<file path="src/hdl/ssrt_pkg.sv">
// Package for the sorted sector range table: types, codes and constants.
package ssrt_pkg;
   localparam int TABLE_DEPTH_DEFAULT = 16;

   localparam logic [2:0] ACT_INSERT   = 3'd0;
   localparam logic [2:0] ACT_FIND     = 3'd1;
   localparam logic [2:0] ACT_REMOVE   = 3'd2;
   localparam logic [2:0] ACT_CLIP     = 3'd3;
   localparam logic [2:0] ACT_TRUNCATE = 3'd4;

   localparam logic [1:0] ST_OK        = 2'd0;
   localparam logic [1:0] ST_FULL      = 2'd1;
   localparam logic [1:0] ST_NOT_FOUND = 2'd2;

   typedef struct packed {
      logic [31:0] start;
      logic [15:0] length;
      logic [7:0]  id;
      logic        enabled;
   } entry_type;

   typedef struct packed {
      logic [2:0]  action;
      logic [31:0] sector;
      logic [15:0] count;
      logic [7:0]  req_id;
      logic [31:0] total_sectors;
      logic [31:0] limit_sectors;
   } req_type;

   typedef struct packed {
      logic [1:0]  status;
      logic [7:0]  found_id;
      logic        found_enabled;
      logic [31:0] clip_start;
      logic [15:0] clip_count;
      logic        any_disabled;
   } rsp_type;
endpackage

</file>
<file path="src/hdl/ssrt_if.sv">
// Valid/ready channel interfaces for requests and responses.
interface ssrt_req_if;
   logic                 valid;
   logic                 ready;
   ssrt_pkg::req_type    data;
   modport source (output valid, output data, input ready);
   modport sink   (input valid, input data, output ready);
endinterface

interface ssrt_rsp_if;
   logic                 valid;
   logic                 ready;
   ssrt_pkg::rsp_type    data;
   modport source (output valid, output data, input ready);
   modport sink   (input valid, input data, output ready);
endinterface

</file>
<file path="src/hdl/ssrt_cell.sv">
// One table cell: holds an entry and hands it on to the next cell when rotating.
module ssrt_cell (
   input  logic                clock,
   input  logic                rotate,
   input  ssrt_pkg::entry_type prev_entry,
   output ssrt_pkg::entry_type entry
);
   ssrt_pkg::entry_type entry_ff;

   always_ff @(posedge clock) begin
      if (rotate) begin
         entry_ff <= prev_entry;
      end
   end

   assign entry = entry_ff;
endmodule

</file>
<file path="src/hdl/ssrt_ctrl.sv">
// Sequencer: rotates the ring of cells through one pass per request and works on the head.
module ssrt_ctrl #(
   parameter int TABLE_DEPTH = ssrt_pkg::TABLE_DEPTH_DEFAULT
) (
   input  logic                clock,
   input  logic                reset,
   ssrt_req_if.sink            req,
   ssrt_rsp_if.source          rsp,
   input  ssrt_pkg::entry_type tail_entry,
   input  ssrt_pkg::entry_type carry_entry,
   output ssrt_pkg::entry_type head_in,
   output logic                rotate
);
   localparam int CW = $clog2(TABLE_DEPTH + 1);
   localparam logic [CW-1:0] DEPTH_C = CW'(TABLE_DEPTH);

   localparam logic [1:0] S_IDLE = 2'd0;
   localparam logic [1:0] S_RUN  = 2'd1;
   localparam logic [1:0] S_OUT  = 2'd2;

   logic [1:0]          state_ff, state_in;
   ssrt_pkg::req_type   req_ff;
   ssrt_pkg::rsp_type   rsp_ff, rsp_in;
   logic [CW-1:0]       count_ff, count_in;   // valid entries
   logic [CW-1:0]       step_ff, step_in;     // ring steps done this pass
   logic                done_ff, done_in;     // insert placed / find or remove hit / clip stopped
   logic signed [33:0]  cstart_ff, cstart_in;
   logic signed [33:0]  ccnt_ff, ccnt_in;

   logic [32:0] tail_end;
   logic        real_entry;
   logic        full;
   logic [CW-1:0] last_step;
   logic signed [33:0] t_start, t_end;

   assign tail_end   = {1'b0, tail_entry.start} + {17'd0, tail_entry.length};
   assign real_entry = (step_ff < count_ff);
   assign full       = (count_ff >= DEPTH_C);
   assign t_start    = {2'b00, tail_entry.start};
   assign t_end      = {1'b0, tail_end};
   // a remove pass takes one extra step: entries land one cell late through the carry
   assign last_step  = (req_ff.action == ssrt_pkg::ACT_REMOVE) ? DEPTH_C : DEPTH_C - 1'b1;

   assign req.ready = (state_ff == S_IDLE);
   assign rsp.valid = (state_ff == S_OUT);
   assign rsp.data  = rsp_ff;

   // Entry k sits at the tail on step k; whatever is fed to the head on step k
   // ends up as entry k after the pass (entry k - 1 on a remove pass).
   always_comb begin
      state_in  = state_ff;
      rsp_in    = rsp_ff;
      count_in  = count_ff;
      step_in   = step_ff;
      done_in   = done_ff;
      cstart_in = cstart_ff;
      ccnt_in   = ccnt_ff;
      head_in   = tail_entry;
      rotate    = 1'b0;
      unique case (state_ff)
         S_IDLE: begin
            if (req.valid) begin
               state_in = S_RUN;
               step_in  = '0;
               done_in  = 1'b0;
               rsp_in   = '0;
               ccnt_in  = (req.data.count == 16'd0) ? 34'sd1 : $signed({18'd0, req.data.count});
               if (req.data.total_sectors == 32'd0) begin
                  cstart_in = '0;
               end else if (req.data.sector >= req.data.total_sectors) begin
                  cstart_in = $signed({2'b00, req.data.total_sectors - 32'd1});
               end else begin
                  cstart_in = $signed({2'b00, req.data.sector});
               end
            end
         end
         S_RUN: begin
            rotate  = 1'b1;
            step_in = step_ff + 1'b1;
            case (req_ff.action)
               ssrt_pkg::ACT_INSERT: begin
                  // before the slot straight through, then the new entry,
                  // then one step late through the carry stage
                  if (!full) begin
                     if (done_ff) begin
                        head_in = carry_entry;
                     end else if (!real_entry || tail_entry.start > req_ff.sector) begin
                        head_in.start   = req_ff.sector;
                        head_in.length  = req_ff.count;
                        head_in.id      = req_ff.req_id;
                        head_in.enabled = 1'b1;
                        done_in = 1'b1;
                     end
                  end
               end
               ssrt_pkg::ACT_FIND: begin
                  if (real_entry && !done_ff && tail_entry.start <= req_ff.sector &&
                      tail_end > {1'b0, req_ff.sector}) begin
                     done_in = 1'b1;
                     rsp_in.found_id      = tail_entry.id;
                     rsp_in.found_enabled = tail_entry.enabled;
                  end
               end
               ssrt_pkg::ACT_REMOVE: begin
                  // through the carry up to the match, straight from the tail after it
                  if (!done_ff) begin
                     head_in = carry_entry;
                     if (real_entry && tail_entry.id == req_ff.req_id) done_in = 1'b1;
                  end
               end
               ssrt_pkg::ACT_CLIP: begin
                  if (real_entry && !done_ff && ccnt_ff > 0 && tail_entry.enabled) begin
                     if (t_start > cstart_ff) begin
                        if (t_start - cstart_ff < ccnt_ff) ccnt_in = t_start - cstart_ff;
                        done_in = 1'b1;
                     end else if (t_end > cstart_ff) begin
                        ccnt_in   = cstart_ff + ccnt_ff - t_end;
                        cstart_in = t_end;
                     end
                  end
               end
               ssrt_pkg::ACT_TRUNCATE: begin
                  if (real_entry && tail_end > {1'b0, req_ff.limit_sectors}) begin
                     head_in.enabled     = 1'b0;
                     rsp_in.any_disabled = 1'b1;
                  end
               end
               default: ;
            endcase
            if (step_ff == last_step) begin
               state_in = S_OUT;
               unique case (req_ff.action)
                  ssrt_pkg::ACT_INSERT: begin
                     if (full) rsp_in.status = ssrt_pkg::ST_FULL;
                     else count_in = count_ff + 1'b1;
                  end
                  ssrt_pkg::ACT_FIND:
                     if (!done_in) rsp_in.status = ssrt_pkg::ST_NOT_FOUND;
                  ssrt_pkg::ACT_REMOVE: begin
                     if (done_in) count_in = count_ff - 1'b1;
                     else rsp_in.status = ssrt_pkg::ST_NOT_FOUND;
                  end
                  ssrt_pkg::ACT_CLIP: begin
                     if (cstart_in > 34'sh0_FFFF_FFFF) begin
                        rsp_in.clip_start = 32'hFFFF_FFFF;
                        rsp_in.clip_count = '0;
                     end else begin
                        rsp_in.clip_start = cstart_in[31:0];
                        rsp_in.clip_count = (ccnt_in < 0) ? 16'd0 : ccnt_in[15:0];
                     end
                  end
                  default: ;
               endcase
            end
         end
         S_OUT: begin
            if (rsp.ready) state_in = S_IDLE;
         end
         default: state_in = S_IDLE;
      endcase
   end

   always_ff @(posedge clock) begin
      if (reset) begin
         state_ff <= S_IDLE;
         count_ff <= '0;
      end else begin
         state_ff <= state_in;
         count_ff <= count_in;
      end
      if (state_ff == S_IDLE && req.valid) req_ff <= req.data;
      rsp_ff    <= rsp_in;
      step_ff   <= step_in;
      done_ff   <= done_in;
      cstart_ff <= cstart_in;
      ccnt_ff   <= ccnt_in;
   end
endmodule

</file>
<file path="src/hdl/ssrt_remover.sv">
// Carry stage: holds the entry that left the ring tail on the previous step.
module ssrt_remover (
   input  logic                clock,
   input  logic                rotate,
   input  ssrt_pkg::entry_type in_entry,
   output ssrt_pkg::entry_type out_entry
);
   ssrt_pkg::entry_type hold_ff;

   always_ff @(posedge clock) begin
      if (rotate) hold_ff <= in_entry;
   end

   assign out_entry = hold_ff;
endmodule

</file>
<file path="src/hdl/sorted_sector_range_table_top.sv">
// Top level of the sorted sector range table: ring of entry cells and sequencer.
// The response is offered after one full pass of the ring that follows the request
// transfer; a remove pass takes one extra ring step.
// A new request is taken only once the previous response has been accepted, so a
// held-off response also holds off the next request.
// Reset: synchronous, clears the entry count and the sequencer; cell contents stay.
module sorted_sector_range_table_top #(
   parameter int TABLE_DEPTH = ssrt_pkg::TABLE_DEPTH_DEFAULT
) (
   input  logic       clock,
   input  logic       reset,
   ssrt_req_if.sink   req,
   ssrt_rsp_if.source rsp
);
   ssrt_pkg::entry_type chain [TABLE_DEPTH+1];
   ssrt_pkg::entry_type head_in;
   ssrt_pkg::entry_type carry_entry;
   logic                rotate;

   // chain[0] is fed by the sequencer; the last cell's entry returns to it
   assign chain[0] = head_in;

   for (genvar g = 0; g < TABLE_DEPTH; g++) begin : g_cell
      ssrt_cell u_cell (
         .clock      (clock),
         .rotate     (rotate),
         .prev_entry (chain[g]),
         .entry      (chain[g+1])
      );
   end

   // one-step delay of the tail: lets insert and remove shift entries by one cell
   ssrt_remover u_carry (
      .clock     (clock),
      .rotate    (rotate),
      .in_entry  (chain[TABLE_DEPTH]),
      .out_entry (carry_entry)
   );

   ssrt_ctrl #(.TABLE_DEPTH(TABLE_DEPTH)) u_ctrl (
      .clock       (clock),
      .reset       (reset),
      .req         (req),
      .rsp         (rsp),
      .tail_entry  (chain[TABLE_DEPTH]),
      .carry_entry (carry_entry),
      .head_in     (head_in),
      .rotate      (rotate)
   );
endmodule

</file>
<file path="src/flat_wrapper.sv">
// flat-port wrapper written by rule: the top's interface ports become plain ports
module sorted_sector_range_table_top_flat 
#(
   parameter int TABLE_DEPTH = ssrt_pkg::TABLE_DEPTH_DEFAULT
)
  (clock, reset, req_valid, req_data, req_ready, rsp_valid, rsp_data, rsp_ready);
  ssrt_req_if req_i ();
  ssrt_rsp_if rsp_i ();
  input  logic clock;
  input  logic reset;
  input wire logic [$bits(req_i.valid)-1:0] req_valid;
  input wire logic [$bits(req_i.data)-1:0] req_data;
  output wire logic [$bits(req_i.ready)-1:0] req_ready;
  output wire logic [$bits(rsp_i.valid)-1:0] rsp_valid;
  output wire logic [$bits(rsp_i.data)-1:0] rsp_data;
  input wire logic [$bits(rsp_i.ready)-1:0] rsp_ready;
  assign req_i.valid = req_valid;
  assign req_i.data = req_data;
  assign req_ready = req_i.ready;
  assign rsp_valid = rsp_i.valid;
  assign rsp_data = rsp_i.data;
  assign rsp_i.ready = rsp_ready;
  sorted_sector_range_table_top #(.TABLE_DEPTH(TABLE_DEPTH)) u_core (.clock(clock), .reset(reset), .req(req_i), .rsp(rsp_i));
endmodule
</file>
<file path="config.mk">
export PLATFORM = sky130hd
export DESIGN_NAME = sorted_sector_range_table_top_flat
export DESIGN_NICKNAME = d
export VERILOG_FILES = /design/src/hdl/ssrt_pkg.sv /design/src/hdl/ssrt_if.sv /design/src/hdl/ssrt_cell.sv /design/src/hdl/ssrt_ctrl.sv /design/src/hdl/ssrt_remover.sv /design/src/hdl/sorted_sector_range_table_top.sv /design/src/flat_wrapper.sv
export SDC_FILE = /design/constraint.sdc
export NUM_CORES = 2
export LEC_CHECK = 0
export BUFFER_PORTS_ARGS = -buffer_cell sky130_fd_sc_hd__buf_2
export CAP_MARGIN = 20
export CORE_ASPECT_RATIO = 0.75
export CORE_MARGIN = 3
export CORE_UTILIZATION = 45
export CTS_CLUSTER_SIZE = 14
export DETAILED_ROUTE_END_ITERATION = 10
export PLACE_DENSITY = 0.69
export SYNTH_ARGS = -nofsm -noshare
export SYNTH_HDL_FRONTEND = slang
export SYNTH_SLANG_ARGS = --single-unit
</file>
<file path="constraint.sdc">
create_clock -name clock -period 33 [get_ports clock]
set_clock_uncertainty 0.15 [all_clocks]
set_input_delay 6.6 -clock clock [delete_from_list [all_inputs] [get_ports clock]]
set_output_delay 6.6 -clock clock [all_outputs]
set_load 0.1 [all_outputs]
</file>
# Yosys cells after proc, flatten, opt, wreduce, memory -nomap -nowiden
# Cells that the tools add are included.
# word_totals
output_inout_bits,62
inputBits,127
wordCells,215
regBits,1201
# op_classes
n_mux,63
order_cmp,13
n_eq_ne,21
reduce_logical,25
add_sub_neg,8
# op_table
op,n
$mux W34,13
$mux W57,5
$mux W48,3
$pmux W34 S2,2
$pmux W60 S2,1
$pmux W56 S2,1
$gt A33 B32 Y1,2
$mux W32,2
$mux W60,1
$add A34 B34 Y34,1
$gt A33 B34 Y1,1
$gt A34 B1 Y1 const B,1
$gt A34 B33 Y1 const B,1
$gt A34 B34 Y1,1
$lt A34 B1 Y1 const B,1
$lt A34 B34 Y1,1
$sub A33 B34 Y34,1
$sub A34 B34 Y34,1
$add A32 B16 Y33,1
$ge A32 B32 Y1,1
$gt A32 B32 Y1,1
$le A32 B32 Y1,1
$logic_not A32 Y1,1
$mux W16,2
39 further kinds,84

# Depth between registers and ports, before layout
# logic_depth
word_depth,13
ltp_mapped,23
mapped_depth_nobuf,21

# By module
# Synthesis repeated with hierarchy kept, for this count alone.
# hier_totals
cells_unflattened,3386
area_unflattened_um2,51134.0
# by_module_without_submodules
module,seq_area_each_um2,instances,cells_per_inst,area_per_inst_um2
ssrt_cell,1711.6,16,57,1711.6
ssrt_ctrl,6896.6,1,2417,22036.1
ssrt_remover,1711.6,1,57,1711.6

# Worst setup path after synthesis
# No wires, ideal clock.
# synth_path
path_type,register to register
startpoint,register u_core.u_ctrl.state_ff[1]
endpoint,register u_core.u_ctrl.rsp_ff (netlist bit u_core.u_ctrl.rsp.data[0]) (data pin)
n_path_buf,2
synth_period_minus_slack_ps,32927
arrival_ps,27015
setup_ps,5762
required_time_ps,27088
path_stages_with_launch,5
path_slack_ps,73
path_cell_list,dfxtp_1 > nand2b_1 > clkbuf_1 > clkinv_1 > clkbuf_1
# synth_between
elab_chain_cells,2
word_cells_on_any_way,3
cone_classes,eq/ne (1); mux (1); reduce/logical (1)
# synth_rtl
element,line_no,text
from (decl),ssrt_ctrl.sv:21,"logic [1:0] state_ff, state_in;"
from (signal assigned),ssrt_ctrl.sv:168,state_ff <= state_in;
$eq A2 B1 Y1 / $logic_not A2 Y1 (equally long branches),ssrt_ctrl.sv:60,unique case (state_ff)
$pmux W60 S2 *,ssrt_ctrl.sv:60,
to (signal assigned),ssrt_ctrl.sv:172,rsp_ff <= rsp_in;
to (decl),ssrt_ctrl.sv:23,"ssrt_pkg::rsp_type rsp_ff, rsp_in;"
# Every way passes the cells marked *; elsewhere a longest branch is shown, timed or not.
# A chain may end at the register's enable or synchronous reset.

# Worst setup path after layout
# layout_path
startpoint,input req_data[32]
endpoint,register u_core.u_ctrl.cstart_ff[20] (data pin)
# layout_between
elab_chain_cells,5
word_cells_on_any_way,7
cone_classes,add/sub (1); order compare (1); mux (4); reduce/logical (1)
# layout_rtl
element,line_no,text
from (decl),flat_wrapper.sv:12,input wire logic [$bits(req_i.data)-1:0] req_data;
$sub A32 B1 Y32 / $ge A32 B32 Y1 (equally long branches),"ssrt_ctrl.sv:71, ssrt_ctrl.sv:70",
$mux W32,ssrt_ctrl.sv:70,end else if (req.data.sector >= req.data.total_sectors) begin
$mux W32 *,ssrt_ctrl.sv:68,if (req.data.total_sectors == 32'd0) begin
$mux W34 *,ssrt_ctrl.sv:62,if (req.valid) begin
$pmux W34 S2 *,ssrt_ctrl.sv:60,
via u_core.u_ctrl.cstart_in[20],ssrt_ctrl.sv:27,"logic signed [33:0] cstart_ff, cstart_in;"
to (signal assigned),ssrt_ctrl.sv:175,cstart_ff <= cstart_in;
to (decl),ssrt_ctrl.sv:27,
# Mark *: on every way through the listed nets, which the timed path passes. The rest lies on a longest branch. The select of a mux whose other input is x is not followed.

==> results.cfg <==
[yosys]
synth_fp_nets = 3985
yosys.area.top_type = edfxtp_1
yosysWarnings = 0
ys_types = 91
synth-async-reset-ratio_pct = 0
synth.area.top_cells = edfxtp_1, ha_1, o21ai_0
ys_seq_area_share_pct = 69.4
syn_avg_cell_area_um2 = 14.7
synthesis.area_um2 = 51800
syn_inst = 3537
synthFlopType = edfxtp_1
synth_top_cell_area_share_pct = 69.2
synth-seq-cells = 1201
synth_edf_count = 1194

[min_path]
whs_path_depth = 0
hp-class = reg2reg
hp-start = u_core.g_cell[7].u_cell.entry[13]

[grt]
grt_overflow = 0
grt_max_degree = 212
grt_usage_pct = 21.2
grt_pass1_vias = 28464
grt_pass1_wl_um = 187000
antenna_found_initial = 29

[power]
ir_drop_mv = 0.0453
cellPowerDensity_nw_per_um2 = 67.0
power_leakage_uw = 0.0217
p_total_uw = 3910

[setup_path]
r2r-start = u_core.g_cell[15].u_cell.entry[26]
cp.buffers_inverters = 3
crit_path_start_kind = input port
cp_max_fo = 32
cp_slowest_cell = or4b_2
endpoint = u_core.u_ctrl.cstart_ff[20]
crit_arrival_ns = 9.98
setup.worst_path.end_class = register
crit_path_start = req_data[32]
rrSetupSlack_ns = 24.57
regToRegEndpoint = u_core.u_ctrl.rsp.data[34]
cp.depth = 13
worstSetupPathType = in2reg
critPathMaxStageDelay_ns = 0.67
path_cells = buf_2, inv_1, ha_1, or4b_2, nor2b_2, nand3_1, or2_2, or3_4, o31ai_4, buf_4, nor2_1, a22oi_1, nand2_1
crit_required_ns = 33.36
worst-r2r-cell-count = 19
cp_top_family = simple AND/OR/NAND/NOR gates

[clock_tree]
cts_tree = done
clk_pin_slew_ns = 0.06
holdBufCountCts = 0
post_cts_resized = 0
clockBufferDepth = 3
ctsRootBufferMaster = clkbuf_16
clkLatencyLatePin_ns = 0.77
clock_sinks = 1201
h-tree-depth = 3
cts_buffers = 114
cts_setup_buffers = 0

[timing]
rsz0062_at_grt = false
relSlewSlack_pct = 21.6
fmax_ghz = 0.104
fin_tns_setup_ns = 0
finalHoldViolations = 0
setup_violations = 0
finalCritPeriodShare_pct = 29.2
tightest_slew_ns = 1.15
fin_crit_ns = 9.62
drv_slew = 0

[detailed_routing]
drc = 0
viasPerCell = 5.65
ant_nets = 0
first_pass_iters = 7
routedWlPerCell_um = 23.6
vias = 30562
wirelength_um = 128000
drt_iter0_markers = 3675

[place]
place.gp.congestion = 0.944
hpwl_um = 90900
port_buffers = 188

[die]
die_area_um2 = 119000
row_count = 107
die_w_um = 398
design.core.area_um2 = 114000
io_pins = 189
fp.dieH_um = 300
start_util_pct = 45.5

[final_layout]
fin_nets = 4222
drive_above_1_share_pct = 11.3
layout_common_cells = edfxtp_1, ha_1, inv_1, nand2_1, o21ai_0
area.growth.synth_to_final_pct = 12.7
nFillCells = 9432
mostFrequentLayoutCell = edfxtp_1

[outcome]
run_status = finished clean

[job]
maxCapViolCount = 0
-- final cells by class --
cell class              instances  area [um2]  area share (%)
flip-flops and latches       1201       36000            61.6
clock buffers                 144        2990            5.11
multi-input cells            1973       14500            24.8
repair buffers                225        1280            2.19
clock inverters                67         744            1.27
inverters                     259         982            1.68
diodes                         17        42.5          0.0728
well taps                    1526        1910            3.27
-- synthesized netlist by cell type, types with 8 or more instances --
master and number:
or4_1 10, o21ai_1 10, a22oi_1 59, ha_1 285, and4_1 8, inv_1 256, a21o_1 55, xor2_1 39
a221o_1 52, and2_1 26, a31oi_1 13, nand2_1 244, a21oi_1 183, edfxtp_1 1194, o21bai_1 9, or3_1 64
nor3_1 47, a211oi_1 25, o21ai_0 204, nand3_1 47, buf_2 20, nor2b_1 26, nand4_1 43, o211ai_1 19
a22o_1 14, o21a_1 17, xnor2_1 89, buf_1 9, and3_1 17, clkbuf_1 69, o32ai_1 14, mux2i_1 24
nor2_1 119, nor4_1 22, a211o_1 10, nand2b_1 17, fa_1 36
-- kinds of logic after synthesis --
logic type	count (synthesis)	synth area share, %
XOR/XNOR	128	2.16
adder cells (fa/ha/maj)	322	8.29
buffers and inverters	363	2.71
AND/OR/NAND/NOR	729	7.06
multiplexers	32	0.642
AO/OA/AOI/OAI	762	9.70
flip-flops	1201	69.4
-- how the worst min path moves through the flow --
stage,endpoint
2_1_floorplan,u_core.g_cell[10].u_cell.entry[0]
3_3_place_gp,u_core.g_cell[1].u_cell.entry[38]
3_5_place_dp,u_core.g_cell[10].u_cell.entry[32]
4_1_cts,u_core.g_cell[8].u_cell.entry[9]
5_1_grt,u_core.g_cell[8].u_cell.entry[13]
6_report,u_core.g_cell[8].u_cell.entry[13]
-- stage by stage --
step	cell area [um2]	instances	hold WS (ns)	util (%)	setup slack, ns
6_report	58400	5412	0.226	51.3	23.38
5_1_grt	58400	5401	0.231	51.3	23.32
4_1_cts	58400	5394	0.214	51.2	23.44
3_5_place_dp	54600	5183	0.255	47.9	22.62
3_3_place_gp	54600	5182	0.250	47.9	22.63
2_1_floorplan	51800	3537	0.250	-	0.0729
-- flip-flops by register name, indices dropped and copies added (netlist names) --
register	count
u_core.u_ctrl.rsp.data	60
u_core.u_ctrl.step_ff	5
u_core.g_cell.u_cell.entry	912
u_core.u_ctrl.state_ff	2
u_core.u_carry.out_entry	57
u_core.u_ctrl.done_ff	1
u_core.u_ctrl.req_ff	91
u_core.u_ctrl.ccnt_ff	34
u_core.u_ctrl.count_ff	5
u_core.u_ctrl.cstart_ff	34
-- power breakdown --
| part | switching [uW] | total, uW | internal (uW) |
|---|---|---|---|
| logic | 494 | 747 | 252 |
| clock network | 576 | 1290 | 713 |
| registers | 62.9 | 1880 | 1810 |
| total | 1130 | 3910 | 2780 |
-- routing by layer --
metal | vias to the layer above | track usage [%] | routed length (um)
met2 | 1192 | 27.8 | 50500
met1 | 15150 | 33.9 | 61000
li1 | 14004 | - | -
met3 | 208 | 5.24 | 11700
met4 | 8 | 7.23 | 4400
met5 | - | 0 | 50
(Power assumes the default switching activity.)
